$ cat src/design/nca_dist_unit.sv
// Pipelined squared-distance unit shared by every stored-entry comparison.
module nca_dist_unit #(
    parameter int COORD_BITS = 12,
    parameter int TAG_W      = 8
) (
    input  logic                      clk,
    input  logic                      rst_n,
    input  logic                      in_valid,
    input  logic [COORD_BITS-1:0]     qx,
    input  logic [COORD_BITS-1:0]     qy,
    input  logic [COORD_BITS-1:0]     ex,
    input  logic [COORD_BITS-1:0]     ey,
    input  logic [TAG_W-1:0]          in_tag,
    output logic                      out_valid,
    output logic [2*COORD_BITS:0]     sq_dist,
    output logic [TAG_W-1:0]          out_tag
);

    localparam int SQ_W = 2 * COORD_BITS;

    logic                  v1_reg, v2_reg, v3_reg;
    logic [COORD_BITS-1:0] dx_reg, dy_reg;
    logic [SQ_W-1:0]       sqx_reg, sqy_reg;
    logic [SQ_W:0]         sum_reg;
    logic [TAG_W-1:0]      tag1_reg, tag2_reg, tag3_reg;

    // Valid bits of the three stages.
    always_ff @(posedge clk or negedge rst_n)
    begin
        if (!rst_n)
        begin
            v1_reg <= 1'b0;
            v2_reg <= 1'b0;
            v3_reg <= 1'b0;
        end
        else
        begin
            v1_reg <= in_valid;
            v2_reg <= v1_reg;
            v3_reg <= v2_reg;
        end
    end

    // Stage one takes absolute differences, stage two squares them, stage three sums.
    always_ff @(posedge clk)
    begin
        dx_reg   <= (ex >= qx) ? (ex - qx) : (qx - ex);
        dy_reg   <= (ey >= qy) ? (ey - qy) : (qy - ey);
        tag1_reg <= in_tag;
        sqx_reg  <= SQ_W'(dx_reg) * SQ_W'(dx_reg);
        sqy_reg  <= SQ_W'(dy_reg) * SQ_W'(dy_reg);
        tag2_reg <= tag1_reg;
        sum_reg  <= {1'b0, sqx_reg} + {1'b0, sqy_reg};
        tag3_reg <= tag2_reg;
    end

    assign out_valid = v3_reg;
    assign sq_dist   = sum_reg;
    assign out_tag   = tag3_reg;

endmodule

$ cat config.mk
export PLATFORM = sky130hd
export DESIGN_NAME = nca_dist_unit
export DESIGN_NICKNAME = d
export VERILOG_FILES = /design/src/design/nca_dist_unit.sv
export SDC_FILE = /design/constraint.sdc
export NUM_CORES = 1
export LEC_CHECK = 0
export ABC_AREA = 1
export BUFFER_PORTS_ARGS = -buffer_cell sky130_fd_sc_hd__clkbuf_2
export CAP_MARGIN = 40
export CORE_MARGIN = 5
export CORE_UTILIZATION = 47
export DETAILED_ROUTE_END_ITERATION = 10
export PLACE_DENSITY_LB_ADDON = 0.15
export SLEW_MARGIN = 0
export SYNTH_ARGS = -nofsm -noshare
export SYNTH_HDL_FRONTEND = slang
export SYNTH_SLANG_ARGS = --single-unit
$ cat constraint.sdc
create_clock -name clk -period 6 [get_ports clk]
set_clock_uncertainty 0.15 [all_clocks]
set_input_delay 1.2 -clock clk [delete_from_list [all_inputs] [get_ports clk]]
set_output_delay 1.2 -clock clk [all_outputs]
set_load 0.01 [all_outputs]
==> results of run 1 <==
-- worst max-delay path: stages (launching register included) --
cell and delay [ns]:
dfxtp_1 0.69, nand2_1 0.16, fa_1 0.63, inv_1 0.08, fa_1 0.50, fa_1 0.51
fa_1 0.49, inv_1 0.05, fa_1 0.47, inv_1 0.04, ha_1 0.36, nand2_1 0.11
nor2_1 0.15, nand3_1 0.09, nand3_1 0.18, nand2_1 0.10, nand3_1 0.08, nand2_1 0.10
-- final cells by class --
cell class	count	area, µm²	area share
multi-input cells	1439	10500	0.6293
flip-flops and latches	122	2457	0.1473
inverters	569	2136	0.1280
well taps	442	553.0	0.03316
repair buffers	92	460.4	0.02760
clock buffers	17	425.4	0.02550
clock inverters	15	151.4	0.009077
-- per-layer routing --
metal	part of all wire	vias up	track usage	routed length, µm
met2	0.48	202	0.3504	15900
met4	0.014	0	0.03840	473
met5	0	-	0	0
li1	-	6535	-	-
met1	0.47	5733	0.2426	15450
met3	0.032	33	0.02563	1052
-- kinds of logic after synthesis --
kind of cell,Yosys count
AO/OA/AOI/OAI,106
XOR/XNOR,66
AND/OR/NAND/NOR,920
flip-flops,122
buffers and inverters,604
adder cells (fa/ha/maj),347
-- stage by stage --
stage,utilization,hold slack [ns],std cells
3_5_place_dp,0.4987,0.1621,2664
3_3_place_gp,0.4987,0.1597,2664
6_report,0.5166,0.1764,2696
5_1_grt,0.5166,0.1797,2696
2_1_floorplan,-,0.1596,2165
4_1_cts,0.5166,0.1757,2696
-- layout by cell type (no fill, tap or decap), drive strengths merged --
master / Yosys / layout
xor2: 46 / 46
dfxtp: 119 / 119
nand2: 661 / 661
and2: 3 / 3
nor4: 2 / 2
nor3: 10 / 10
clkbuf: 28 / 109
inv: 569 / 578
clkinvlp: 0 / 2
o21bai: 11 / 11
nand4: 27 / 27
a21oi: 71 / 71
o21ai: 15 / 15
dfrtp: 3 / 3
nand3b: 3 / 3
a21o: 9 / 9
fa: 162 / 162
nor2: 102 / 102
nand3: 106 / 106
xnor2: 20 / 20
ha: 185 / 185
or2: 6 / 6
clkinv: 0 / 4
-- path summary, 6_finish.rpt --
check / endpoint / slack [ns] / cells after the start
worst min-delay path: tag2_reg[4] / 0.18 / 0
worst max-delay path: sqx_reg[18] / 0.94 / 17
min in group asynchronous: v2_reg / 0.40 / 1
worst max register to register: sqx_reg[18] / 0.94 / 17
worst min register to register: tag2_reg[4] / 0.18 / 0
max in group asynchronous: v1_reg / 5.19 / 1
==> flow_metrics.env, run 1 <==
export IMPL_status="finished, final reports clean"
export IMPL_chipWidth_um=190.2
export IMPL_hold_path_class="reg2reg"
export IMPL_stdcell_area_um2=16680
export IMPL_drc=0
export IMPL_final_nets=2647
export IMPL_setup_tns_ns=0
export IMPL_ctsLongestPathBuffers=2
export IMPL_pin_count=93
export IMPL_synth_seq_cells=122
export IMPL_end_kind="flop"
export IMPL_synth_cells=2165
export IMPL_yosys_top_cells_area="fa_1, nand2_1, dfxtp_1, ha_1, inv_1"
export IMPL_finalMaxSlewViolations=0
export IMPL_grt_pass1_vias=12910
export IMPL_h_tree_depth=4
export IMPL_via_count=12500
export IMPL_synthTopCellsByCount="nand2_1, inv_1, ha_1"
export IMPL_gp_congestion=0.8886
export IMPL_startpoint="dx_reg[5]"
export IMPL_arrival_ns=5.22
export IMPL_via_per_inst=4.638
export IMPL_fmax_ghz=0.1976
export IMPL_synth_fa_ha_area_frac=0.3641
export IMPL_synth_top_area_share=0.2125
export IMPL_synth_edff_count=0
export IMPL_syn_cell_area_um2=15260
export IMPL_num_fill_cells=3238
export IMPL_hp_start="tag1_reg[4]"
export IMPL_synth_top_family_by_area="adder cells"
export IMPL_cts_resized=0
export IMPL_grt_antenna_before_repair=0
export IMPL_path_max_fanout=12
export IMPL_antenna_cells=0
export IMPL_ant_nets=0
export IMPL_synthesis_nets=2571
export IMPL_wirelength_um=32880
export IMPL_root_buffer="clkbuf_16"
export IMPL_dpl_instance_area_um2=16100
export IMPL_largest_reg_flops=25
export IMPL_synth_most_common_cell="nand2_1"
export IMPL_core_area_um2=32290
export IMPL_r2r_start="dx_reg[5]"
export IMPL_maxSlewHeadroom=0.5264
export IMPL_worst_pin_slew_ns=0.7095
export IMPL_cts_clk_slew_worst_paths_ns=0.07
export IMPL_rows=66
export IMPL_dp_hpwl_um=28120
export IMPL_dieArea_um2=36180
export IMPL_portBuffers=92
export IMPL_hold_viol=0
export IMPL_clock_sinks=122
export IMPL_place_ws_ns=0.9712
export IMPL_cts_setup_buffers=0
export IMPL_synth_simple_area_share=0.2447
export IMPL_critPathLaunchType="flop"
export IMPL_drv_cap=0
export IMPL_holdBufCountCts=0
export IMPL_yosysTopAreaCell="fa_1"
export IMPL_setup_violations_final=0
export IMPL_layout_drive_gt1_share=0.06655
export IMPL_cts_tree="yes"
export IMPL_setup_slack_ns=0.9385
export IMPL_worstPathRequired_ns=6.16
export IMPL_min_period_over_period=0.8436
export IMPL_grtUsageTotal=0.1914
export IMPL_ys_seq_area_frac=0.1610
export IMPL_ys_warn_count=0
export IMPL_areaGrowthSynthToFinish_pct=9.279
export IMPL_grt_overflow=0
export IMPL_async_reset_ff_frac=0.02459
export IMPL_cts_buffers=17
export IMPL_ys_flop_type="dfxtp_1"
export IMPL_grt_setup_unrepaired="false"
export IMPL_synth_area_mux_share=0
export IMPL_grt_pass1_wl_um=58060
export IMPL_drt_iter0_markers=428
export IMPL_crit_type="reg2reg"
export IMPL_grt_max_degree=17
export IMPL_synth_distinct_cells=32
export IMPL_avgSynthCellArea_um2=7.050
export IMPL_clk_latency_ns=0.44
export IMPL_start_util=0.4727
export IMPL_post_drt_wl_per_cell_um=12.19
export IMPL_first_pass_iters=5
export IMPL_synth_compound_area_frac=0.04099
export IMPL_synth_xor_area_frac=0.03787
export IMPL_fin_crit_ns=5.062
export IMPL_chipHeight_um=190.2
Power of run 1 is not shown: default switching activity piles up to over one toggle a cycle in this logic, so the estimate is an artifact.
==> inputs of run 2 (changes only) <==
==> constraint.sdc (replaced) <==
create_clock -name clk -period 5 [get_ports clk]
set_clock_uncertainty 0.15 [all_clocks]
set_input_delay 1 -clock clk [delete_from_list [all_inputs] [get_ports clk]]
set_output_delay 1 -clock clk [all_outputs]
set_load 0.01 [all_outputs]
==> flow_metrics.env, run 2 (synthesis gave the netlist of run 1 again) <==
export IMPL_drt_iter0_markers=498
export IMPL_final_cell_mix="nand2_1, inv_1, ha_1"
export IMPL_drc=0
export IMPL_wirelength_um=32680
export IMPL_grt_antenna_before_repair=0
export IMPL_worstPathRequired_ns=5.18
export IMPL_chipHeight_um=190.2
export IMPL_grt_pass1_wl_um=58100
export IMPL_worst_pin_slew_ns=0.3809
export IMPL_worst_hold_slack_ns=0.1732
export IMPL_cts_tree="yes"
export IMPL_dieArea_um2=36180
export IMPL_arrival_ns=4.91
export IMPL_min_period_over_period=0.9460
export IMPL_clk_latency_ns=0.44
export IMPL_maxSlewHeadroom=0.7455
export IMPL_post_drt_wl_per_cell_um=12.03
export IMPL_grtUsageTotal=0.1918
export IMPL_root_buffer="clkbuf_16"
export IMPL_clock_sinks=122
export IMPL_rows=66
export IMPL_grt_overflow=0
export IMPL_fmax_ghz=0.2114
export IMPL_grt_setup_unrepaired="false"
export IMPL_via_count=12560
export IMPL_hold_path_class="reg2reg"
export IMPL_status="finished, final reports clean"
export IMPL_largest_reg_flops=25
export IMPL_via_per_inst=4.626
export IMPL_cts_buffers=17
export IMPL_path_max_fanout=7
export IMPL_dp_hpwl_um=28540
export IMPL_final_common_cell="nand2_1"
export IMPL_cts_setup_buffers=0
export IMPL_areaGrowthSynthToFinish_pct=10.35
export IMPL_chipWidth_um=190.2
export IMPL_antenna_cells=0
export IMPL_cts_resized=0
export IMPL_hold_viol=0
export IMPL_setup_tns_ns=0
export IMPL_fin_crit_ns=4.730
export IMPL_crit_type="reg2reg"
export IMPL_setup_violations_final=0
export IMPL_ctsLongestPathBuffers=2
export IMPL_end_kind="flop"
export IMPL_ant_nets=0
export IMPL_layout_drive_gt1_share=0.07919
export IMPL_finalMaxSlewViolations=0
export IMPL_grt_max_degree=17
export IMPL_drv_cap=0
export IMPL_holdBufCountCts=0
export IMPL_start_util=0.4727
export IMPL_grt_pass1_vias=12850
export IMPL_core_area_um2=32290
export IMPL_cts_clk_slew_worst_paths_ns=0.06
export IMPL_portBuffers=92
export IMPL_first_pass_iters=6
export IMPL_h_tree_depth=4
export IMPL_num_fill_cells=3267
export IMPL_critPathLaunchType="flop"
export IMPL_gp_congestion=0.8638
export IMPL_pin_count=93
export IMPL_final_nets=2666
[run 2: changes by cell type in the layout (fill, tap and decap cells not counted), sizes merged]
| cell | delta |
|---|---|
| buf | +19 |
| clkinvlp | +1 |
| clkinv | -1 |
[run 2: final timing paths]
kind	from	to	slack (ns)	cells after the start
max	dx_reg[5]	sqx_reg[23]	0.27	16
min	tag2_reg[3]	out_tag[3]	0.17	0
max reg2reg	dx_reg[5]	sqx_reg[23]	0.27	16
min reg2reg	tag2_reg[3]	out_tag[3]	0.17	0
max in group asynchronous	rst_n	out_valid	4.39	1
min in group asynchronous	rst_n	v1_reg	0.20	1
[run 2: worst max-delay path, stage by stage (launching register included)]
cell and delay [ns]:
dfxtp_1 0.50, nand2_1 0.13, fa_1 0.60, inv_1 0.07
fa_1 0.48, fa_1 0.51, fa_1 0.50, inv_1 0.05
fa_1 0.47, inv_1 0.04, ha_1 0.34, nand2_1 0.12
nor2_1 0.25, nand2_1 0.07, nand3b_1 0.18, nand4_1 0.11
nand2_1 0.05
[run 2: layout make-up]
cell class / count / area, µm² / area share
Timing Repair Buffer: 111 / 603.1 / 0.03581
Multi-Input combinational cell: 1439 / 10500 / 0.6232
Inverter: 569 / 2136 / 0.1268
Sequential cell: 122 / 2476 / 0.1470
Tap cell: 442 / 553.0 / 0.03284
Clock buffer: 17 / 425.4 / 0.02526
Clock inverter: 15 / 152.6 / 0.009063
[run 2: per-stage QoR]
stage                     utilization  std cells  cell area (µm²)  worst slack [ns]
after floorplan                     -       2165            15260            0.3767
after global routing           0.5216       2715            16840           0.01109
after detailed placement       0.5031       2683            16250            0.1086
final                          0.5216       2715            16840            0.2699
after global placement         0.5031       2683            16250            0.1932
after CTS                      0.5210       2715            16820            0.1004
[run 2: routing by layer]
metal	vias to the layer above	wire length, µm	share of wire	global-route usage
met5	-	0	0	0
met4	0	343	0.010	0.03812
met3	31	1185	0.036	0.02563
met2	198	15550	0.48	0.3383
met1	5750	15590	0.48	0.2541
li1	6580	-	-	-
Power of run 2 is left out for the same reason.
